--- src/wtok_pkg.sv ---
`default_nettype none
package wtok_pkg;

  // Size of the text space; offsets saturate one below it, and never above 16 bits.
  localparam longint unsigned TEXT_MAX = 64'd65536;
  localparam longint unsigned CAP_WIDE = (TEXT_MAX - 64'd1 > 64'd65535) ?
                                         64'd65535 : TEXT_MAX - 64'd1;
  localparam logic [15:0] OFFSET_CAP = CAP_WIDE[15:0];

  localparam logic [1:0] KIND_WORD   = 2'd0;
  localparam logic [1:0] KIND_SINGLE = 2'd1;
  localparam logic [1:0] KIND_RUN    = 2'd2;

  localparam logic [7:0] BYTE_SPACE = 8'h20;
  localparam logic [7:0] BYTE_DEL   = 8'h7f;
  localparam logic [7:0] BYTE_HIGH  = 8'h80;
  localparam logic [7:0] BYTE_APOS  = 8'h27;

  // Everything one text byte produces: up to a closed word, its apostrophe
  // run and a single-byte token, in that order.
  typedef struct packed {
    logic        word_valid;
    logic [15:0] word_off;
    logic [15:0] word_len;
    logic        run_valid;
    logic [15:0] run_off;
    logic [15:0] run_len;
    logic        single_valid;
    logic [15:0] single_off;
    logic        done;
    logic        ovf;
  } job_t;

endpackage
`default_nettype wire

--- src/word_tokenizer_core.sv ---
// Word tokenizer: takes text one byte per transfer and reports each token as a
// kind, an offset and a length. A front stage classifies the byte, tracks the
// open word and builds every result the byte causes (a closed word, its run of
// trailing apostrophes, a single-byte token); a queue of QUEUE_DEPTH entries
// holds these groups, and a back stage sends them out one result per cycle,
// while results wait and out_ready is high, through an output register. A byte
// is taken every cycle while the queue has room, so the input rate is one byte
// per cycle; the output side is bound by its single result register, so a byte
// that causes several results takes one output transfer for each, and the queue
// rides out bursts of tokens. in_ready depends only on the queue fill, never on
// out_ready in the same cycle. The first result of a byte is written to the
// queue and then to the output register before it is presented. run_last marks
// the last result of a byte; bytes that cause no result produce nothing.
`default_nettype none
module word_tokenizer_core #(
  parameter int QUEUE_DEPTH = 4
) (
  input  wire logic        clk,
  input  wire logic        rst_n,
  input  wire logic        in_valid,
  output logic             in_ready,
  input  wire logic [7:0]  in_text_byte,
  input  wire logic        in_final_byte,
  output logic             out_valid,
  input  wire logic        out_ready,
  output logic [1:0]       out_token_kind,
  output logic [15:0]      out_token_offset,
  output logic [15:0]      out_token_length,
  output logic             out_text_done,
  output logic             out_offset_overflow,
  output logic             out_run_last
);

  // Result groups travel from the classifier to the sequencer as one struct.
  wtok_pkg::job_t push_job, head_job;
  logic           push, q_full, head_valid, pop;

  wtok_front u_front (
    .clk           (clk),
    .rst_n         (rst_n),
    .in_valid      (in_valid),
    .in_ready      (in_ready),
    .in_text_byte  (in_text_byte),
    .in_final_byte (in_final_byte),
    .q_full        (q_full),
    .push          (push),
    .job           (push_job)
  );

  // The queue decouples the byte stream from result delivery.
  wtok_queue #(
    .DEPTH (QUEUE_DEPTH)
  ) u_queue (
    .clk        (clk),
    .rst_n      (rst_n),
    .push       (push),
    .push_job   (push_job),
    .full       (q_full),
    .head_valid (head_valid),
    .head_job   (head_job),
    .pop        (pop)
  );

  // The back stage walks the pending results of the head group in order.
  wtok_back u_back (
    .clk                 (clk),
    .rst_n               (rst_n),
    .head_valid          (head_valid),
    .head_job            (head_job),
    .pop                 (pop),
    .out_valid           (out_valid),
    .out_ready           (out_ready),
    .out_token_kind      (out_token_kind),
    .out_token_offset    (out_token_offset),
    .out_token_length    (out_token_length),
    .out_text_done       (out_text_done),
    .out_offset_overflow (out_offset_overflow),
    .out_run_last        (out_run_last)
  );

endmodule
`default_nettype wire

--- src/wtok_front.sv ---
`default_nettype none
module wtok_front (
  input  wire logic            clk,
  input  wire logic            rst_n,
  input  wire logic            in_valid,
  output logic                 in_ready,
  input  wire logic [7:0]      in_text_byte,
  input  wire logic            in_final_byte,
  input  wire logic            q_full,
  output logic                 push,
  output wtok_pkg::job_t       job
);

  logic [15:0] pos_r, pos_nxt;
  logic        in_word_r, in_word_nxt;
  logic [15:0] wb_r, wb_nxt;
  logic [15:0] trail_r, trail_nxt;
  logic        ovf_r, ovf_nxt;

  logic        accept, at_cap, ovf_now;
  logic        is_skip, is_word, is_apos;
  logic        mid_close, open_after, closing, single;
  logic [15:0] begin_after, trail_after;
  logic [16:0] end_w, wb_w, span, tr_lim, tr, wlen, run_off_w;

  assign in_ready = !q_full;
  assign accept   = in_valid && in_ready;

  always_comb begin
    is_skip = (in_text_byte <= wtok_pkg::BYTE_SPACE) || (in_text_byte == wtok_pkg::BYTE_DEL);
    is_word = (in_text_byte inside {[8'h41:8'h5a], [8'h61:8'h7a], [8'h30:8'h39]}) ||
              (in_text_byte >= wtok_pkg::BYTE_HIGH);
    is_apos = (in_text_byte == wtok_pkg::BYTE_APOS);

    at_cap  = (pos_r >= wtok_pkg::OFFSET_CAP);
    ovf_now = ovf_r || at_cap;

    mid_close  = in_word_r && !is_word && !is_apos;
    open_after = in_word_r ? (is_word || is_apos) : is_word;
    begin_after = in_word_r ? wb_r : pos_r;
    if (!in_word_r || is_word) begin
      trail_after = 16'd0;
    end else if (is_apos && trail_r != 16'hffff) begin
      trail_after = trail_r + 16'd1;
    end else begin
      trail_after = trail_r;
    end
    closing = mid_close || (in_final_byte && open_after);
    single  = !is_skip && !is_word && !(in_word_r && is_apos);

    // A word still open at the final byte ends after it; a word closed by a delimiter ends at this byte.
    end_w  = {1'b0, pos_r} + {16'd0, !mid_close};
    wb_w   = {1'b0, begin_after};
    span   = (end_w > wb_w) ? end_w - wb_w : 17'd1;
    tr_lim = span - 17'd1;
    tr     = ({1'b0, trail_after} > tr_lim) ? tr_lim : {1'b0, trail_after};
    wlen   = span - tr;
    run_off_w = end_w - tr;

    job.word_valid   = closing;
    job.word_off     = begin_after;
    job.word_len     = wlen[16] ? 16'hffff : wlen[15:0];
    job.run_valid    = closing && (tr != 17'd0);
    job.run_off      = run_off_w[15:0];
    job.run_len      = tr[15:0];
    job.single_valid = single;
    job.single_off   = pos_r;
    job.done         = in_final_byte;
    job.ovf          = ovf_now;

    push = accept && (closing || single);

    pos_nxt     = pos_r;
    in_word_nxt = in_word_r;
    wb_nxt      = wb_r;
    trail_nxt   = trail_r;
    ovf_nxt     = ovf_r;
    if (accept) begin
      if (in_final_byte) begin
        pos_nxt     = 16'd0;
        in_word_nxt = 1'b0;
        wb_nxt      = 16'd0;
        trail_nxt   = 16'd0;
        ovf_nxt     = 1'b0;
      end else begin
        pos_nxt     = at_cap ? pos_r : pos_r + 16'd1;
        in_word_nxt = open_after;
        wb_nxt      = begin_after;
        trail_nxt   = open_after ? trail_after : 16'd0;
        ovf_nxt     = ovf_now;
      end
    end
  end

  always_ff @(posedge clk) begin
    if (!rst_n) begin
      pos_r     <= 16'd0;
      in_word_r <= 1'b0;
      wb_r      <= 16'd0;
      trail_r   <= 16'd0;
      ovf_r     <= 1'b0;
    end else begin
      pos_r     <= pos_nxt;
      in_word_r <= in_word_nxt;
      wb_r      <= wb_nxt;
      trail_r   <= trail_nxt;
      ovf_r     <= ovf_nxt;
    end
  end

endmodule
`default_nettype wire

--- src/wtok_queue.sv ---
`default_nettype none
module wtok_queue #(
  parameter int DEPTH = 4
) (
  input  wire logic           clk,
  input  wire logic           rst_n,
  input  wire logic           push,
  input  wire wtok_pkg::job_t push_job,
  output logic                full,
  output logic                head_valid,
  output wtok_pkg::job_t      head_job,
  input  wire logic           pop
);

  localparam int AW = (DEPTH > 1) ? $clog2(DEPTH) : 1;
  localparam int CW = $clog2(DEPTH + 1);

  wtok_pkg::job_t mem [DEPTH];
  logic [AW-1:0]  wr_ptr_r, wr_ptr_nxt, rd_ptr_r, rd_ptr_nxt;
  logic [CW-1:0]  count_r, count_nxt;

  function automatic logic [AW-1:0] bump(input logic [AW-1:0] p);
    return (p == AW'(DEPTH - 1)) ? '0 : p + AW'(1);
  endfunction

  assign full       = (count_r == CW'(DEPTH));
  assign head_valid = (count_r != '0);
  assign head_job   = mem[rd_ptr_r];

  always_comb begin
    wr_ptr_nxt = push ? bump(wr_ptr_r) : wr_ptr_r;
    rd_ptr_nxt = pop ? bump(rd_ptr_r) : rd_ptr_r;
    count_nxt  = count_r;
    if (push && !pop) begin
      count_nxt = count_r + CW'(1);
    end else if (pop && !push) begin
      count_nxt = count_r - CW'(1);
    end
  end

  always_ff @(posedge clk) begin
    if (push) begin
      mem[wr_ptr_r] <= push_job;
    end
  end

  always_ff @(posedge clk) begin
    if (!rst_n) begin
      wr_ptr_r <= '0;
      rd_ptr_r <= '0;
      count_r  <= '0;
    end else begin
      wr_ptr_r <= wr_ptr_nxt;
      rd_ptr_r <= rd_ptr_nxt;
      count_r  <= count_nxt;
    end
  end

endmodule
`default_nettype wire

--- src/wtok_back.sv ---
`default_nettype none
module wtok_back (
  input  wire logic           clk,
  input  wire logic           rst_n,
  input  wire logic           head_valid,
  input  wire wtok_pkg::job_t head_job,
  output logic                pop,
  output logic                out_valid,
  input  wire logic           out_ready,
  output logic [1:0]          out_token_kind,
  output logic [15:0]         out_token_offset,
  output logic [15:0]         out_token_length,
  output logic                out_text_done,
  output logic                out_offset_overflow,
  output logic                out_run_last
);

  // Bit 0 word, bit 1 apostrophe run, bit 2 single-byte token.
  logic [2:0]  taken_r, taken_nxt;
  logic [2:0]  remain, cur;
  logic        last, load;
  logic        out_valid_r, out_valid_nxt;
  logic [1:0]  kind_r, kind_nxt;
  logic [15:0] off_r, off_nxt, len_r, len_nxt;
  logic        done_r, ovf_r, last_r;

  always_comb begin
    remain = {head_job.single_valid, head_job.run_valid, head_job.word_valid} & ~taken_r;
    cur    = remain & (~remain + 3'd1);
    last   = (remain & ~cur) == 3'd0;
    load   = head_valid && (!out_valid_r || out_ready);
    pop    = load && last;

    kind_nxt = wtok_pkg::KIND_SINGLE;
    off_nxt  = head_job.single_off;
    len_nxt  = 16'd1;
    if (cur[0]) begin
      kind_nxt = wtok_pkg::KIND_WORD;
      off_nxt  = head_job.word_off;
      len_nxt  = head_job.word_len;
    end else if (cur[1]) begin
      kind_nxt = wtok_pkg::KIND_RUN;
      off_nxt  = head_job.run_off;
      len_nxt  = head_job.run_len;
    end

    taken_nxt = taken_r;
    if (load) begin
      taken_nxt = last ? 3'd0 : (taken_r | cur);
    end
    out_valid_nxt = load || (out_valid_r && !out_ready);
  end

  always_ff @(posedge clk) begin
    if (!rst_n) begin
      taken_r     <= 3'd0;
      out_valid_r <= 1'b0;
    end else begin
      taken_r     <= taken_nxt;
      out_valid_r <= out_valid_nxt;
    end
  end

  always_ff @(posedge clk) begin
    if (load) begin
      kind_r <= kind_nxt;
      off_r  <= off_nxt;
      len_r  <= len_nxt;
      done_r <= head_job.done;
      ovf_r  <= head_job.ovf;
      last_r <= last;
    end
  end

  assign out_valid           = out_valid_r;
  assign out_token_kind      = kind_r;
  assign out_token_offset    = off_r;
  assign out_token_length    = len_r;
  assign out_text_done       = done_r;
  assign out_offset_overflow = ovf_r;
  assign out_run_last        = last_r;

endmodule
`default_nettype wire

--- config.mk ---
export PLATFORM = sky130hd
export DESIGN_NAME = word_tokenizer_core
export DESIGN_NICKNAME = d
export VERILOG_FILES = /design/src/wtok_pkg.sv /design/src/word_tokenizer_core.sv /design/src/wtok_front.sv /design/src/wtok_queue.sv /design/src/wtok_back.sv
export SDC_FILE = /design/constraint.sdc
export NUM_CORES = 1
export LEC_CHECK = 0
export BUFFER_PORTS_ARGS = -buffer_cell sky130_fd_sc_hd__buf_2
export CORE_MARGIN = 4
export CORE_UTILIZATION = 25
export CTS_CLUSTER_DIAMETER = 40
export DETAILED_ROUTE_END_ITERATION = 7
export PLACE_DENSITY_LB_ADDON = 0.15
export SYNTH_ARGS = -nofsm -noshare
export SYNTH_HDL_FRONTEND = slang
export SYNTH_SLANG_ARGS = --single-unit
--- constraint.sdc ---
create_clock -name clk -period 18.8 [get_ports clk]
set_input_delay 2.82 -clock clk [delete_from_list [all_inputs] [get_ports clk]]
set_output_delay 2.82 -clock clk [all_outputs]
set_load 0.05 [all_outputs]
### Yosys cells after proc, flatten, opt, wreduce, memory -nomap -nowiden

Memory sizes are Yosys's and may differ from the RTL's. A register that Yosys moved wholly into a read port is not among the register bits.
Cells that the tools add are included.

* multiplexer cells: 28
* eq/ne operators: 7
* reductions and logical operators: 44
* add/sub/neg operators: 12
* $lt $le $gt $ge: 11
* bitwise logic cells: 7

Operator list (count)
* 16-bit 2-to-1 mux: 13
* 17-bit 2-to-1 mux: 2
* 16-bit by 1-bit adder with 16-bit output, second input constant: 2
* 1-bit logical AND: 18
* 16-bit by 1-bit adder with 17-bit output: 1
* 16-bit by 17-bit > comparator with 1-bit output: 1
* 17-bit by 16-bit > comparator with 1-bit output: 1
* 17-bit nonzero test: 1
* 17-bit by 1-bit subtractor with 17-bit output, second input constant: 1
* 17-bit by 16-bit subtractor with 17-bit output: 1
* 17-bit subtractor: 1
* 16-bit >= comparator, second input constant: 1
* 8-bit by 7-bit >= comparator with 1-bit output, second input constant: 2
* 8-bit by 6-bit less-or-equal comparator with 1-bit output, second input constant: 2
* 8-bit by 7-bit less-or-equal comparator with 1-bit output, second input constant: 2
* 16-bit inequality test, second input constant: 1
* 16-bit subtractor: 1
* 1-bit zero test: 11
* 2-bit 2-to-1 mux: 5
* 3-bit AND: 3
* 1-bit logical OR: 9
* 3-bit 2-to-1 mux: 3
* 3-bit inverter: 3
* 8-bit by 6-bit == test with 1-bit output, second input constant: 1
* other kinds (15): 23

* memory bits (writable): 340
* input port bits: 13
* flip-flop bits (word level): 98
* logic and storage cells: 126
* memories kept: 1
* output and inout port bits: 39

Memories
* u_queue.mem: depth 4, width 85, rd ports 1, clocked after Yosys merged registers in 1, wr ports 1, line wtok_queue.sv:18 `wtok_pkg::job_t mem [DEPTH];`

### Logic depth before layout (Yosys ltp)

* depth in word-level cells: 16
* depth in mapped cells: 55
* depth with buffers taken out: 51

### By module

From an unflattened synthesis, not the netlist that was laid out.

* cells, all modules: 1528
* area, all modules: 21236.6 um^2

By module, submodules not included
* wtok_queue: times used 1, area an instance 12778.5 um^2, sequential area each 10390.0 um^2, cells each 488
* wtok_front: times used 1, area an instance 6561.3 um^2, sequential area each 1001.0 um^2, cells each 881
* wtok_back: times used 1, area an instance 1896.8 um^2, sequential area each 1191.1 um^2, cells each 159

### Worst setup path before layout

No wires, ideal clock.

* path type: input-to-reg
* from: in in_text_byte[4]
* to: mem u_queue.mem[0][60] (netlist name) (data pin)
* required time: 18504 ps
* path slack: 5237 ps
* arrival: 13266 ps
* setup time: 296 ps
* path buffers: 7
* cell stages on the path: 49
* cell sequence: or2_2 or4b_2 nand3_1 ha_1 ha_1 nand3_1 or3_1 xnor2_1 ha_1 clkbuf_1 and3_1 nand3_1 o31ai_1 a21boi_0 clkbuf_1 clkbuf_1 or2_2 ha_1 [... 13 more ...] buf_2 o21a_1 inv_1 fa_1 nor2b_1 o21ai_0 a21boi_0 o21ai_0 a21boi_0 o21ai_0 a21boi_0 o21ai_0 a211oi_1 o21ai_0 nor4b_1 nor4bb_1 clkbuf_1 o21ai_0

RTL lines
* start: declaration: line word_tokenizer_core.sv:22 `input wire logic [7:0] in_text_byte,`
* end: declaration: line wtok_queue.sv:18

==> flow_summary.yaml <==
sta:
  slew_headroom_pct: 29.2
  fmax_mhz: 67.6
  finalCriticalPeriod_ns: 14.80
  skew_ns: 0.0345
  finalWorstSetupSlack_ns: 4.00
  fin_setup_tns_ns: 0
  worst_pin_slew_ns: 1.03
  fin_crit_sh_pct: 78.7
  drv_slew: 0
  finalHoldViolCount: 0
  grt_setup_unrepaired: "no"
  setup_viol: 0
placement:
  dp_cells: 2741
  place_area_um2: 23000
  gp_congestion: 0.877
  place_ws_ns: 3.50
  numPortBuffers: 51
  dp_hpwl_mm: 41.1
cts:
  hold_buffers: 0
  cts-root-buf: "clkbuf_16"
  clock_sinks: 440
  clk_latency_ns: 0.62
  cts_tree: "yes"
  postCtsResizedCells: 0
  cts_max_level: 3
  cts-buffers-inserted: 79
  cts_setup_buffers: 0
  clk_path_buf_depth: 3
  path_clk_slew_ns: 0.05
run:
  drv_cap: 0
floorplanning:
  rows: 106
  die_h_um: 300
  coreArea_um2: 84200
  fp.dieArea_um2: 90300
  start_util_pct: 25.4
  die_x_um: 300
  io_pins: 52
yosys:
  synth_warnings: 0
  synthCells: 1603
  synth_nets: 1693
  synth_edf_count: 377
  syn_avg_cell_area_um2: 13.3
  syn_area_um2: 21400
  async_flop_share_pct: 0
  synthFlopType: "edfxtp_1"
  synth_cell_types: 91
  ys_ff_latch: 440
  ys_seq_area_share_pct: 58.8
critical_path:
  cp-end-kind: "register"
  cp.arrival_ns: 15.09
  required_ns: 19.09
  worstPathMaxFanout: 22
  cpMostUsedCell: "o21ai_0"
  worstSetupStartpointType: "primary input"
  critical_path_class: "in2reg"
  critPathMaxStageDelay_ns: 0.67
  r2r_slack_ns: 6.76
  slowest_stage: "or4b_2"
power_and_ir_drop:
  leakage_nw: 9.24
  p_per_area_nw_per_um2: 157
  vdd_drop_max_uv: 57.9
layout:
  synthToLayoutAreaGrowth_pct: 20.5
  nFillCells: 8460
  multi_input_area_um2: 8240
  drive_gt1_share_pct: 18.8
  fin_area_um2: 25800
  instances_no_fill: 2886
  antenna_cells: 0
  finalNetCount: 1778
  utilization_pct: 30.6
  layout_commonest_cell: "edfxtp_1"
  layout.area.seq_um2: 12600
  final_cell_mix: "377 x edfxtp_1, 103 x nand2_1, 94 x nor2_1, 83 x mux4_2, 81 x inv_1"
drt:
  routed_wl_mm: 60.2
  ant_nets: 0
  dr.pass1.iters: 5
  route.vias.total: 13500
  drt_iter0_markers: 866
  drc_errors: 0
  wl_per_cell_um: 20.9
  viasPerCell: 4.68
global_route:
  grt_max_degree: 56
  antenna_found_initial: 5
  grt-ovfl-total: 0
  grt_use_total_pct: 13.3
  grt_pass1_wl_mm: 90.2
  grt_pass1_vias: 14100
run_status:
  outcome: "completed"
hold_path:
  hp-class: "reg2reg"
area by class of cell:
| type | instances | area share [%] |
|---|---|---|
| clock inverter | 55 | 2.87 |
| multi-input combinational | 1008 | 32.0 |
| timing repair buffer | 76 | 1.72 |
| sequential | 440 | 48.9 |
| tap | 1134 | 5.51 |
| inverter | 83 | 1.21 |
| clock buffer | 90 | 7.87 |
power breakdown:
| part | internal (W) | switching [W] | total, W |
|---|---|---|---|
| Clock | 0.000920 | 0.000521 | 0.00144 |
| Combinational | 0.000413 | 0.000829 | 0.00124 |
| Sequential | 0.00132 | 0.0000430 | 0.00136 |
| Total | 0.00265 | 0.00139 | 0.00404 |
worst max-delay path: cells and delay by family:
family	cells	cell delay [ns]
simple gates	15	4.07
fa+ha+maj	6	2.14
xor+xnor	1	0.18
mux	1	0.58
compound gates	20	4.54
buf+inv	4	0.72
logic make-up after synthesis:
kind of cell    Yosys count  synth area share (%)
flops                   440                  58.8
simple gates            429                  10.4
compound gates          289                  8.72
buf+inv                 155                  2.85
mux                     133                  11.1
fa+ha+maj                80                  4.79
xor+xnor                 77                  3.26
sequential cells by signal (all words and copies together) (netlist names), 2 cells and up, named ones only:
name and count:
u_queue.count_r 3, u_front.pos_r 16, u_queue.wr_ptr_r 2, u_front.wb_r 16
u_back.out_token_offset 16, u_front.trail_r 16, u_queue.mem 340, u_back.taken_r 3
u_back.out_token_length 16, u_back.out_token_kind 2, u_queue.rd_ptr_r 2
worst paths after layout:
check / start / endpoint / cells past startpoint
worst max-delay path: in_text_byte[4] / u_queue.mem[0][55] / 47
worst min-delay path: u_front.ovf_r / u_front.ovf_r / 2
worst max register to register: u_front.pos_r[2] / u_queue.mem[0][55] / 42
worst min register to register: u_front.ovf_r / u_front.ovf_r / 2
layer usage:
layer | global-route usage (%) | routed length [um] | vias up
li1 | - | - | 6304
met1 | 18.3 | 28400 | 6812
met2 | 21.0 | 27500 | 271
met3 | 2.25 | 2370 | 105
met4 | 5.05 | 1840 | 4
met5 | 0 | 27 | -
Yosys cell counts, types with 9 or more instances:
library cell	count	share of area (%)
a21boi_0	9	0.32
a21o_1	10	0.35
a21oi_1	77	1.8
a22o_1	15	0.61
a22oi_1	15	0.53
and2_1	13	0.38
and3_1	18	0.53
buf_1	11	0.19
clkbuf_1	53	0.93
dfxtp_1	63	5.9
edfxtp_1	377	53
ha_1	73	4.3
inv_1	81	1.4
mux2i_1	44	2.1
mux4_2	83	8.7
nand2_1	104	1.8
nand2b_1	22	0.64
nand3_1	27	0.63
nand4_1	18	0.53
nor2_1	94	1.7
nor2b_1	52	1.5
nor3_1	28	0.66
o21a_1	9	0.32
o21ai_0	77	1.8
or3_1	12	0.35
xnor2_1	39	1.6
xor2_1	35	1.4
through the flow:
| step | power [W] | hold WS, ns |
|---|---|---|
| after floorplan | 0.00223 | 0.428 |
| after global placement | 0.00264 | 0.440 |
| after detailed placement | 0.00265 | 0.461 |
| after CTS | 0.00411 | 0.474 |
| after global routing | 0.00426 | 0.507 |
| final | 0.00404 | 0.467 |
Note: power is estimated with default switching activity, not from simulation.
